## src/rtl/core/cstp_pkg.sv

```systemverilog
// cstp_pkg: shared types and constants of the two-pass contrast stretch
// no dependencies; imported by the config channel interface and the top level
`default_nettype none

package cstp_pkg;

    // configuration register indexes
    localparam int CFG_IDX_BITS = 2;
    localparam logic [CFG_IDX_BITS-1:0] CFG_OUT_MIN = 2'd0;
    localparam logic [CFG_IDX_BITS-1:0] CFG_OUT_MAX = 2'd1;

    // item commands
    localparam logic CMD_MEASURE = 1'b0;
    localparam logic CMD_MAP     = 1'b1;

    // sequencer states, one-hot
    typedef enum logic [4:0] {
        S_IDLE = 5'b00001,
        S_MUL  = 5'b00010,
        S_PREP = 5'b00100,
        S_DIV  = 5'b01000,
        S_DONE = 5'b10000
    } t_state;

endpackage

`default_nettype wire

```

## src/rtl/core/cstp_if.sv

```systemverilog
// cstp_if: valid/ready channel interfaces for pixel items, results and config writes
// depends on cstp_pkg for the register index width
`default_nettype none

interface cstp_pix_if #(
    parameter int PIXEL_BITS = 8
) ();
    logic                  valid;
    logic                  ready;
    logic                  command;
    logic [PIXEL_BITS-1:0] pixel;
    logic                  first_of_frame;
    logic                  last_of_frame;

    modport source (output valid, command, pixel, first_of_frame, last_of_frame,
                    input ready);
    modport sink   (input valid, command, pixel, first_of_frame, last_of_frame,
                    output ready);
endinterface

interface cstp_res_if #(
    parameter int PIXEL_BITS = 8
) ();
    logic                  valid;
    logic                  ready;
    logic [PIXEL_BITS-1:0] mapped_pixel;
    logic                  last_out;

    modport source (output valid, mapped_pixel, last_out, input ready);
    modport sink   (input valid, mapped_pixel, last_out, output ready);
endinterface

interface cstp_cfg_if
    import cstp_pkg::*;
#(
    parameter int PIXEL_BITS = 8
) ();
    logic                    valid;
    logic                    ready;
    logic [CFG_IDX_BITS-1:0] index;
    logic [PIXEL_BITS-1:0]   data;

    modport source (output valid, index, data, input ready);
    modport sink   (input valid, index, data, output ready);
endinterface

`default_nettype wire

```

## src/rtl/core/contrast_stretch_two_pass_unit.sv

```systemverilog
// contrast_stretch_two_pass_unit: min/max measurement and bit-serial linear stretch
// depends on cstp_pkg and the channel interfaces in cstp_if.sv
//
//  channel  dir  payload                                          beat taken when
//  i_pix    in   command, pixel, first_of_frame, last_of_frame    valid && ready
//  o_res    out  mapped_pixel, last_out                           valid && ready
//  i_cfg    in   index (0 out_min, 1 out_max), data               valid && ready
//
//  a map beat runs the shift-add multiplier (PIXEL_BITS steps) and then the restoring
//  divider (2*PIXEL_BITS+1 steps), one bit a cycle; a flat or unmeasured frame skips
//  both. a measure beat leaves the unit idle and ready for the next beat.
//  reset is synchronous, active low; it restores out_min 0, out_max full scale and
//  clears the measured range. a result waits in the output register while the next
//  beat is taken; the sequencer holds in its final state only while that register is full.
`default_nettype none

module contrast_stretch_two_pass_unit
    import cstp_pkg::*;
#(
    parameter int PIXEL_BITS = 8
) (
    input  wire          i_clk,
    input  wire          i_rst_n,
    cstp_pix_if.sink     i_pix,
    cstp_res_if.source   o_res,
    cstp_cfg_if.sink     i_cfg
);

    localparam int PW = PIXEL_BITS;
    localparam int DW = 2 * PW + 1;
    localparam int CW = $clog2(DW);
    localparam logic [PW-1:0] MASK = {PW{1'b1}};

    t_state          r_state, n_state;
    logic [PW-1:0]   r_out_min, r_out_max;
    logic [PW-1:0]   r_min, r_max;
    logic            r_seen;
    logic [CW-1:0]   r_cnt, n_cnt;
    logic [PW-1:0]   r_a, n_a;
    logic [2*PW-1:0] r_prod, n_prod;
    logic [PW-1:0]   r_span, n_span;
    logic [PW:0]     r_rem, n_rem;
    logic [DW-1:0]   r_quo, n_quo;
    logic            r_neg, n_neg;
    logic            r_last, n_last;
    logic            r_out_valid;
    logic [PW-1:0]   r_out_pix;
    logic            r_out_last;

    logic            pix_beat, res_beat, out_load;
    logic [PW:0]     span_out, diff_in, abs_so, abs_d;
    logic            flat;
    logic [PW:0]     mul_sum;
    logic [PW+1:0]   div_t, div_sub;
    logic            div_ge;
    logic [DW:0]     pos_sum;
    logic [PW-1:0]   final_pix;

    assign i_pix.ready = (r_state == S_IDLE);
    assign i_cfg.ready = 1'b1;
    assign pix_beat    = i_pix.valid && i_pix.ready;
    assign res_beat    = o_res.valid && o_res.ready;
    assign out_load    = (r_state == S_DONE) && (!r_out_valid || o_res.ready);

    assign o_res.valid        = r_out_valid;
    assign o_res.mapped_pixel = r_out_pix;
    assign o_res.last_out     = r_out_last;

    // configuration and measured range
    always_ff @(posedge i_clk) begin
        if (!i_rst_n) begin
            r_out_min <= '0;
            r_out_max <= MASK;
            r_min     <= MASK;
            r_max     <= '0;
            r_seen    <= 1'b0;
        end else begin
            if (i_cfg.valid && i_cfg.ready) begin
                case (i_cfg.index)
                    CFG_OUT_MIN: r_out_min <= i_cfg.data;
                    CFG_OUT_MAX: r_out_max <= i_cfg.data;
                    default: ;
                endcase
            end
            if (pix_beat && i_pix.command == CMD_MEASURE) begin
                r_seen <= 1'b1;
                if (i_pix.first_of_frame || !r_seen) begin
                    r_min <= i_pix.pixel;
                    r_max <= i_pix.pixel;
                end else begin
                    if (i_pix.pixel < r_min) r_min <= i_pix.pixel;
                    if (i_pix.pixel > r_max) r_max <= i_pix.pixel;
                end
            end
        end
    end

    // operand set-up at the map beat
    always_comb begin
        span_out = {1'b0, r_out_max} - {1'b0, r_out_min};
        diff_in  = {1'b0, i_pix.pixel} - {1'b0, r_min};
        abs_so   = span_out[PW] ? -span_out : span_out;
        abs_d    = diff_in[PW] ? -diff_in : diff_in;
        flat     = !r_seen || (r_max <= r_min);
    end

    // one multiplier bit and one quotient bit per step
    always_comb begin
        mul_sum = {1'b0, r_prod[2*PW-1:PW]} + (r_prod[0] ? {1'b0, r_a} : '0);
        div_t   = {r_rem, r_quo[DW-1]};
        div_ge  = div_t >= {1'b0, r_span, 1'b0};
        div_sub = div_t - {1'b0, r_span, 1'b0};
    end

    // saturating out_min +/- quotient
    always_comb begin
        pos_sum = {{(DW+1-PW){1'b0}}, r_out_min} + {1'b0, r_quo};
        if (r_neg) begin
            if (r_quo > {{(DW-PW){1'b0}}, r_out_min}) final_pix = '0;
            else final_pix = r_out_min - r_quo[PW-1:0];
        end else begin
            if (pos_sum > {{(DW+1-PW){1'b0}}, MASK}) final_pix = MASK;
            else final_pix = pos_sum[PW-1:0];
        end
    end

    always_comb begin
        n_state = r_state;
        n_cnt   = r_cnt;
        n_a     = r_a;
        n_prod  = r_prod;
        n_span  = r_span;
        n_rem   = r_rem;
        n_quo   = r_quo;
        n_neg   = r_neg;
        n_last  = r_last;
        case (r_state)
            S_IDLE: begin
                if (pix_beat && i_pix.command == CMD_MAP) begin
                    n_last = i_pix.last_of_frame;
                    n_a    = abs_so[PW-1:0];
                    n_prod = {{PW{1'b0}}, abs_d[PW-1:0]};
                    n_span = r_max - r_min;
                    n_neg  = span_out[PW] ^ diff_in[PW];
                    n_cnt  = CW'(PW - 1);
                    if (flat) begin
                        // no usable range: out_min + 0
                        n_quo   = '0;
                        n_neg   = 1'b0;
                        n_state = S_DONE;
                    end else begin
                        n_state = S_MUL;
                    end
                end
            end
            S_MUL: begin
                n_prod = {mul_sum, r_prod[PW-1:1]};
                n_cnt  = r_cnt - 1'b1;
                if (r_cnt == '0) n_state = S_PREP;
            end
            S_PREP: begin
                // dividend 2*|num| + span over divisor 2*span rounds half away
                n_quo   = {r_prod, 1'b0} + {{(PW+1){1'b0}}, r_span};
                n_rem   = '0;
                n_cnt   = CW'(DW - 1);
                n_state = S_DIV;
            end
            S_DIV: begin
                n_rem  = div_ge ? div_sub[PW:0] : div_t[PW:0];
                n_quo  = {r_quo[DW-2:0], div_ge};
                n_cnt  = r_cnt - 1'b1;
                if (r_cnt == '0) n_state = S_DONE;
            end
            S_DONE: begin
                if (out_load) n_state = S_IDLE;
            end
            default: n_state = S_IDLE;
        endcase
    end

    always_ff @(posedge i_clk) begin
        if (!i_rst_n) begin
            r_state     <= S_IDLE;
            r_cnt       <= '0;
            r_out_valid <= 1'b0;
        end else begin
            r_state <= n_state;
            r_cnt   <= n_cnt;
            if (out_load) r_out_valid <= 1'b1;
            else if (res_beat) r_out_valid <= 1'b0;
        end
    end

    always_ff @(posedge i_clk) begin
        r_a    <= n_a;
        r_prod <= n_prod;
        r_span <= n_span;
        r_rem  <= n_rem;
        r_quo  <= n_quo;
        r_neg  <= n_neg;
        r_last <= n_last;
        if (out_load) begin
            r_out_pix  <= final_pix;
            r_out_last <= r_last;
        end
    end

    a_map_goes_busy: assert property (@(posedge i_clk) disable iff (!i_rst_n)
        pix_beat && i_pix.command == CMD_MAP |=> r_state != S_IDLE)
        else $error("map beat did not start the sequencer");

    a_done_loads: assert property (@(posedge i_clk) disable iff (!i_rst_n)
        r_state == S_DONE && !r_out_valid |=> o_res.valid && r_state == S_IDLE)
        else $error("finished result not loaded into empty output register");

    a_range_ordered: assert property (@(posedge i_clk) disable iff (!i_rst_n)
        pix_beat && i_pix.command == CMD_MEASURE |=> r_seen && r_min <= r_max)
        else $error("measured range out of order");

    a_unseen_reset: assert property (@(posedge i_clk) disable iff (!i_rst_n)
        !r_seen |-> r_min == MASK && r_max == '0)
        else $error("range changed with nothing measured");

endmodule

`default_nettype wire
```

## src/flat_wrapper.sv

```systemverilog
// flat-port wrapper written by rule: the top's interface ports become plain ports
module contrast_stretch_two_pass_unit_flat import cstp_pkg::*;
#(
    parameter int PIXEL_BITS = 8
)
  (i_clk, i_rst_n, i_pix_valid, i_pix_command, i_pix_pixel, i_pix_first_of_frame, i_pix_last_of_frame, i_pix_ready, o_res_valid, o_res_mapped_pixel, o_res_last_out, o_res_ready, i_cfg_valid, i_cfg_index, i_cfg_data, i_cfg_ready);
  cstp_pix_if #(.PIXEL_BITS(PIXEL_BITS)) i_pix_i ();
  cstp_res_if #(.PIXEL_BITS(PIXEL_BITS)) o_res_i ();
  cstp_cfg_if #(.PIXEL_BITS(PIXEL_BITS)) i_cfg_i ();
  input  wire i_clk;
  input  wire i_rst_n;
  input wire logic [$bits(i_pix_i.valid)-1:0] i_pix_valid;
  input wire logic [$bits(i_pix_i.command)-1:0] i_pix_command;
  input wire logic [$bits(i_pix_i.pixel)-1:0] i_pix_pixel;
  input wire logic [$bits(i_pix_i.first_of_frame)-1:0] i_pix_first_of_frame;
  input wire logic [$bits(i_pix_i.last_of_frame)-1:0] i_pix_last_of_frame;
  output wire logic [$bits(i_pix_i.ready)-1:0] i_pix_ready;
  output wire logic [$bits(o_res_i.valid)-1:0] o_res_valid;
  output wire logic [$bits(o_res_i.mapped_pixel)-1:0] o_res_mapped_pixel;
  output wire logic [$bits(o_res_i.last_out)-1:0] o_res_last_out;
  input wire logic [$bits(o_res_i.ready)-1:0] o_res_ready;
  input wire logic [$bits(i_cfg_i.valid)-1:0] i_cfg_valid;
  input wire logic [$bits(i_cfg_i.index)-1:0] i_cfg_index;
  input wire logic [$bits(i_cfg_i.data)-1:0] i_cfg_data;
  output wire logic [$bits(i_cfg_i.ready)-1:0] i_cfg_ready;
  assign i_pix_i.valid = i_pix_valid;
  assign i_pix_i.command = i_pix_command;
  assign i_pix_i.pixel = i_pix_pixel;
  assign i_pix_i.first_of_frame = i_pix_first_of_frame;
  assign i_pix_i.last_of_frame = i_pix_last_of_frame;
  assign i_pix_ready = i_pix_i.ready;
  assign o_res_valid = o_res_i.valid;
  assign o_res_mapped_pixel = o_res_i.mapped_pixel;
  assign o_res_last_out = o_res_i.last_out;
  assign o_res_i.ready = o_res_ready;
  assign i_cfg_i.valid = i_cfg_valid;
  assign i_cfg_i.index = i_cfg_index;
  assign i_cfg_i.data = i_cfg_data;
  assign i_cfg_ready = i_cfg_i.ready;
  contrast_stretch_two_pass_unit #(.PIXEL_BITS(PIXEL_BITS)) u_core (.i_clk(i_clk), .i_rst_n(i_rst_n), .i_pix(i_pix_i), .o_res(o_res_i), .i_cfg(i_cfg_i));
endmodule
```

## config.mk

```make
export PLATFORM = sky130hd
export DESIGN_NAME = contrast_stretch_two_pass_unit_flat
export DESIGN_NICKNAME = d
export VERILOG_FILES = /design/src/rtl/core/cstp_pkg.sv /design/src/rtl/core/cstp_if.sv /design/src/rtl/core/contrast_stretch_two_pass_unit.sv /design/src/flat_wrapper.sv
export SDC_FILE = /design/constraint.sdc
export NUM_CORES = 1
export LEC_CHECK = 0
export ABC_AREA = 1
export BUFFER_PORTS_ARGS = -buffer_cell sky130_fd_sc_hd__buf_2
export CAP_MARGIN = 25
export CORE_MARGIN = 3
export CORE_UTILIZATION = 49
export DETAILED_ROUTE_END_ITERATION = 6
export GPL_TIMING_DRIVEN = 1
export PLACE_DENSITY = 0.72
export SETUP_SLACK_MARGIN = 0.05
export SLEW_MARGIN = 20
export SYNTH_ARGS = -nofsm -noshare
export SYNTH_HDL_FRONTEND = slang
export SYNTH_SLANG_ARGS = --single-unit
export TNS_END_PERCENT = 20
```

## constraint.sdc

```tcl
create_clock -name i_clk -period 3.26 [get_ports i_clk]
set_clock_uncertainty 0.05 [all_clocks]
set_input_delay 0.163 -clock i_clk [delete_from_list [all_inputs] [get_ports i_clk]]
set_output_delay 0.163 -clock i_clk [all_outputs]
set_load 0.02 [all_outputs]
```

Word level (Yosys, flattened, before mapping)
Cells that the tools add are included.
{"block": "word_totals", "reg_bits": 113, "latch_bits": 0, "ramBits": 0, "romBits": 0, "inputBits": 26, "output_inout_bits": 12, "wordCells": 103, "memories": 0}
{"block": "op_classes", "n_addsub": 11, "n_mul": 0, "div": 0, "magnitude_cmp": 6, "eq_ne": 11, "shifts": 0, "mux": 27, "bitwise": 2, "n_reduce_logical": 29}
{"op": "$mux 8", "n": 10}
{"op": "$pmux 17 s3", "n": 1}
{"op": "$mux 17", "n": 2}
{"op": "$pmux 16 s2", "n": 1}
{"op": "$mux 5", "n": 6}
{"op": "$pmux 5 s5", "n": 1}
{"op": "$add 8x17->18", "n": 1}
{"op": "$gt 18x8->1 const B", "n": 1}
{"op": "$pmux 9 s2", "n": 1}
{"op": "$sub 8x8->9", "n": 2}
{"op": "$add 17x8->17", "n": 1}
{"op": "$gt 17x8->1", "n": 1}
{"op": "$mux 16", "n": 1}
{"op": "$neg 8->8", "n": 2}
{"op": "$sub 8x8->8", "n": 2}
{"op": "$pmux 5 s3", "n": 1}
{"op": "$reduce_and 2->1", "n": 7}
{"op": "$ge 10x9->1", "n": 1}
{"op": "$reduce_bool 2->1", "n": 5}
{"op": "$add 8x9->9", "n": 1}
{"op": "$mux 9", "n": 1}
{"op": "$sub 9x9->9", "n": 1}
{"op": "$gt 8x8->1", "n": 1}
{"op": "$le 8x8->1", "n": 1}
{"op": "22 further kinds", "n": 34}

Depth between registers and ports, before layout
{"block": "depth", "depth_word": 5, "ltp_mapped": 17, "depth_no_buf": 16}

Worst setup path after synthesis
Ideal clock, no wire load.
{"block": "synth_timing", "kind": "register to register", "startpoint": "register u_core.r_state[2]", "endpoint": "register u_core.r_quo[0], enable pin", "setup_time_ns": 0.369, "arrival_time_ns": 2.025, "required_ns": 2.841, "setup_slack_ns": 0.816, "stages_incl_launch_ff": 11, "n_path_buf": 0, "synth_period_minus_slack_ns": 2.444, "cell_sequence": "dfxtp_1 -> or2_1 -> inv_2 -> nand4_2 -> clkinv_2 -> nand3_1 -> inv_1 -> nor2_1 -> inv_1 -> o211ai_1 -> inv_1"}
{"block": "synth_via", "elab_chain_cells": 5, "word_cells_on_any_way": 9, "classes_between": "eq/ne: 5; reduce/logical: 4"}
{"item": "start, declared", "line": "contrast_stretch_two_pass_unit.sv:34", "text": "t_state r_state, n_state;"}
{"item": "start signal, assigned", "line": "contrast_stretch_two_pass_unit.sv:187", "text": "r_state <= n_state;"}
{"item": "$eq 5x1->1 (*)", "line": "contrast_stretch_two_pass_unit.sv:59", "text": "assign i_pix.ready = (r_state == S_IDLE);"}
{"item": "named net i_pix_ready", "line": "flat_wrapper.sv:17", "text": "output wire logic [$bits(i_pix_i.ready)-1:0] i_pix_ready;"}
{"item": "$logic_and 1x1->1", "line": "contrast_stretch_two_pass_unit.sv:61", "text": "assign pix_beat = i_pix.valid && i_pix.ready;"}
{"item": "$logic_and 1x1->1", "line": "contrast_stretch_two_pass_unit.sv:139", "text": "if (pix_beat && i_pix.command == CMD_MAP) begin"}
{"item": "$ne 2x2->1 (no source line)"}
{"item": "$reduce_and 3->1 (no source line) (*)"}
{"item": "end signal, assigned", "line": "contrast_stretch_two_pass_unit.sv:199", "text": "r_quo <= n_quo;"}
{"item": "end, declared", "line": "contrast_stretch_two_pass_unit.sv:43", "text": "logic [DW-1:0] r_quo, n_quo;"}
The timed path passes the listed nets; every way through them passes the cells marked *.
A chain may end at the register's enable or synchronous reset.

Worst setup path after layout
{"block": "layout_timing", "startpoint": "register u_core.r_out_min[0]", "endpoint": "register u_core.r_out_pix[0], in the netlist u_core.o_res.mapped_pixel[0] (data pin)"}
{"block": "layout_via", "elab_chain_cells": 4, "word_cells_on_any_way": 7, "classes_between": "add/sub: 2; order compare: 2; mux: 3"}
{"item": "start, declared", "line": "contrast_stretch_two_pass_unit.sv:35", "text": "logic [PW-1:0] r_out_min, r_out_max;"}
{"item": "start signal, assigned", "line": "contrast_stretch_two_pass_unit.sv:80", "text": "CFG_OUT_MIN: r_out_min <= i_cfg.data;"}
{"item": "$add 8x17->18", "line": "contrast_stretch_two_pass_unit.sv:117", "text": "pos_sum = {{(DW+1-PW){1'b0}}, r_out_min} + {1'b0, r_quo};"}
{"item": "$gt 18x8->1", "line": "contrast_stretch_two_pass_unit.sv:122", "text": "if (pos_sum > {{(DW+1-PW){1'b0}}, MASK}) final_pix = MASK;"}
{"item": "$mux 8", "line": "contrast_stretch_two_pass_unit.sv:122"}
{"item": "$mux 8 (*)", "line": "contrast_stretch_two_pass_unit.sv:118", "text": "if (r_neg) begin"}
{"item": "named net u_core.final_pix[0]", "line": "contrast_stretch_two_pass_unit.sv:57", "text": "logic [PW-1:0] final_pix;"}
{"item": "end signal, assigned", "line": "contrast_stretch_two_pass_unit.sv:203", "text": "r_out_pix <= final_pix;"}
{"item": "end, declared", "line": "contrast_stretch_two_pass_unit.sv:47", "text": "logic [PW-1:0] r_out_pix;"}
Marks and branches as above.

==> impl_summary.txt <==
----------------------------------------------------
[Floorplanning]
  Cell Rows ... 47
  Ports ... 38
  Core Region ... 16,800 um2
  Vertical extent of the die ... 137 um
  X dimension of the die ... 137 um
  Effective utilization at floorplan ... 50.5%
  Die Area ... 18,900 um2

[Clocking]
  CTS resizes ... 0
  Clk pin slew, worst setup/hold paths ... 0.05 ns
  # Post-CTS Setup Buffers ... 0
  Number of buffers added to fix hold violations after cts ... 16
  Clock insertion delay at the later pin of the skew report ... 0.43 ns
  Number of buffers on the longest clock path ... 2
  TritonCTS Buffers ... 17
  CTS tree ... built
  H-tree levels ... 4
  Root buffer selected by CTS ... sky130_fd_sc_hd__clkbuf_16
  Clock net sink count ... 113

[Synth]
  Synthesized instance count ... 1,128
  Unique masters post-synth ... 48
  Synthesized area per cell ... 7.50 um2
  Flip-flop and latch count after synthesis ... 113
  Register area share after synthesis ... 34.9%
  Count of synthesis-stage warnings from yosys ... 0
  Area of the mapped netlist ... 8460 um2
  Area share of the largest cell type after synthesis ... 24.5%
  Number of synthesized flops with an enable pin ... 69
  Cell type with the highest aggregate area in the netlist ... sky130_fd_sc_hd__edfxtp_1
  Post-Syn Nets ... 1,244
  Async SR Flop Fraction ... 0%
  Top FF cell, synth ... sky130_fd_sc_hd__edfxtp_1
  Top cells by area, synth ... sky130_fd_sc_hd__edfxtp_1 24%, sky130_fd_sc_hd__ha_1 12%, sky130_fd_sc_hd__nand2_1 12%

[Power and ir drop]
  Power per cell area ... 716 nW/um2
  Sw Share ... 40.6%
  Part of the total power dissipated in combinational logic ... 40.8%
  Proportion of power drawn by the clock network ... 26.7%
  Lkg Pwr ... 0.00466 uW
  Share of power burned in registers ... 32.5%
  P_int ... 4070 uW
  Peak supply drop ... 0.432 mV
  Net Sw Power ... 2790 uW

[Cells and area]
  Layout overhead on the synthesized area ... 13.2%
  Commonest non-fill, non-tap cell in the layout ... sky130_fd_sc_hd__nand2_1
  Final layout net count ... 1,298
  Number of fill cells in the layout ... 1,558
  Layout cells sized above 1 ... 8.45%
  Antenna Diode Count ... 0
  Most used cells in the layout excluding fill and tap cells ... 268 x sky130_fd_sc_hd__nand2_1, 183 x sky130_fd_sc_hd__inv_1, 87 x sky130_fd_sc_hd__a21oi_1, 82 x sky130_fd_sc_hd__ha_1, 79 x sky130_fd_sc_hd__nand3_1
  Sequential cell area ... 2950 um2
  Final cell utilization of the core ... 57.2%
  Multi-input gate area ... 4670 um2

[Routing]
  WL per Instance ... 14.4 um
  Iter 0 DRT Violations ... 500
  Routed wire length ... 20,400 um
  Detailed-route DRC error count ... 0
  Number of antenna-violating nets in the routed design ... 0
  Detailed-route via count ... 7,503
  Via-to-Cell Ratio ... 5.30
  Drt first pass iters ... 5

[STA]
  Hold Worst Slack ... 0.0112 ns
  Total setup violations reported at the end of the flow ... 0
  Part of the cycle the worst path needs ... 79.3%
  Fmax ... 387 MHz
  Remaining max-slew budget at the tightest pin ... 38.1%
  Unrepaired setup endpoints after global routing ... no
  Shortest clock period the worst path allows after layout ... 2.59 ns
  Slack of the critical path ... 0.673 ns
  Count of pins over their slew limit ... 0
  Slew at the pin with the worst max-slew slack ... 0.926 ns
  Final Hold Viols ... 0
  Setup Total Neg Slack ... 0 ns

[Global route]
  Initial antenna violation count ... 0
  Maximum number of pins on one net before global-route repair ... 38
  GRT Resource Usage Total ... 22.5%
  Overall overflow remaining after global route ... 0
  Wire length of the first global-routing pass ... 33,700 um
  Via count of the first global-routing pass ... 7,038

[Worst setup path]
  Maximum fanout encountered on the critical timing path ... 7
  CP startpoint kind ... register
  Delay of the slowest cell on the worst path ... 0.39 ns
  Count of buffer and inverter cells on the critical path ... 2
  Slowest CP cell ... sky130_fd_sc_hd__dfxtp_1
  Critical path endpoint category ... register
  R2R Setup Slk ... 0.67 ns
  Crit path max-delay family ... simple AND/OR/NAND/NOR gates
  Data required time of the worst path ... 3.38 ns
  Cell-by-cell listing of the critical path ... ha_1 > inv_1 > fa_1 > inv_1 > nand2_1 > nand2_2 > nand2_2 > nand2_2 > nand3_1 > nand2_1 > nand3_1 > nor2_1 > nand2_1 > nand2_2 > nand2_1
  Crit path DAT ... 2.71 ns
  Kind of critical path ... register to register

[Run status]
  Status ... complete, no violations

[Worst hold path]
  Hold WC Path Type ... input pin to register

[Place]
  Count of port buffers added during placement ... 36
  Total half-perimeter wirelength after legalization and detailed placement ... 15,400 um
  Pre-CTS WS ... 0.704 ns
  Routability Congestion ... 0.903

[Job]
  MaxCap Viol Count ... 0

----------------------------------------------------
power groups by stage:
| stage | Sequential [uW] | Clock [uW] | Combinational, uW |
|---|---|---|---|
| 2_1_floorplan | 2170 | 0 | 2150 |
| 3_3_place_gp | 2240 | 0 | 2700 |
| 3_5_place_dp | 2260 | 0 | 2740 |
| 4_1_cts | 2230 | 1850 | 2790 |
| 5_1_grt | 2270 | 1920 | 3190 |
| 6_report | 2230 | 1830 | 2800 |
final timing paths:
check                                    from                                endpoint  cells after the start
max          u_core.r_out_min[0]$_SDFFE_PN0P_  u_core.o_res.mapped_pixel[0]$_DFFE_PP_                     15
min                             i_pix_command              u_core.r_seen$_SDFFE_PN0P_                      4
max reg2reg  u_core.r_out_min[0]$_SDFFE_PN0P_  u_core.o_res.mapped_pixel[0]$_DFFE_PP_                     15
min reg2reg           u_core.r_last$_DFFE_PP_         u_core.o_res.last_out$_DFFE_PP_                      0
state kept, by name (all words and copies together) (netlist names):
name,count
u_core.r_rem,9
u_core.o_res.mapped_pixel,8
u_core.r_max,8
u_core.r_state,5
u_core.r_cnt,5
u_core.o_res.valid,1
u_core.r_span,8
u_core.r_out_max,8
u_core.r_last,1
u_core.r_prod,16
u_core.r_a,8
u_core.r_seen,1
u_core.o_res.last_out,1
u_core.r_min,8
u_core.r_quo,17
u_core.r_out_min,8
u_core.r_neg,1
metal layers:
metal	GRT usage [%]	part of all wire (%)
met2	36.1	46
met5	0	0
met3	4.05	4.6
met4	6.21	1.3
met1	31.1	48
per-stage QoR:
| step | area, um2 | power [uW] | cells |
|---|---|---|---|
| after floorplan | 8460 | 4320 | 1128 |
| after global placement | 8830 | 4940 | 1367 |
| after detailed placement | 8830 | 5000 | 1367 |
| after CTS | 9580 | 6860 | 1415 |
| after global routing | 9580 | 7380 | 1415 |
| final | 9580 | 6860 | 1415 |
cells in the mapped netlist, types with 5 or more instances:
master,instances
sky130_fd_sc_hd__fa_1,8
sky130_fd_sc_hd__dfxtp_1,44
sky130_fd_sc_hd__nand3_1,79
sky130_fd_sc_hd__clkbuf_1,10
sky130_fd_sc_hd__o21ai_0,74
sky130_fd_sc_hd__edfxtp_1,69
sky130_fd_sc_hd__o211ai_1,13
sky130_fd_sc_hd__inv_1,183
sky130_fd_sc_hd__xor2_1,24
sky130_fd_sc_hd__inv_2,6
sky130_fd_sc_hd__nand2_1,268
sky130_fd_sc_hd__nand4_1,15
sky130_fd_sc_hd__nand3b_1,7
sky130_fd_sc_hd__nand2_2,6
sky130_fd_sc_hd__nor2_1,75
sky130_fd_sc_hd__ha_1,82
sky130_fd_sc_hd__buf_4,5
sky130_fd_sc_hd__a21o_1,5
sky130_fd_sc_hd__o22ai_1,5
sky130_fd_sc_hd__a21oi_1,87
sky130_fd_sc_hd__nor3_1,9
sky130_fd_sc_hd__xnor2_1,9
layout make-up:
class,count,share of cell area [%]
inverter,190,7.46
clock buffer,25,5.73
clock inverter,7,0.444
tap,220,2.87
multi-input combinational,803,48.7
timing repair buffer,57,3.94
sequential,113,30.8
logic make-up after synthesis:
kind of cell | after synthesis | synth area share [%]
buffers and inverters | 212 | 9.95
and+or+nand+nor | 476 | 24.2
adders and majority gates | 90 | 14.0
AOI/OAI and AO/OA | 203 | 13.5
xor gates and xnor gates | 33 | 3.41
DFF | 113 | 34.9
other | 1 | 0.0443
tightest hold or removal path, delay by kind of cell:
| kind | cells | cell delay (ns) |
|---|---|---|
| buf+inv | 2 | 0.18 |
| compound gates | 1 | 0.06 |
| simple gates | 1 | 0.04 |
Power figures use the tool's default switching activity.
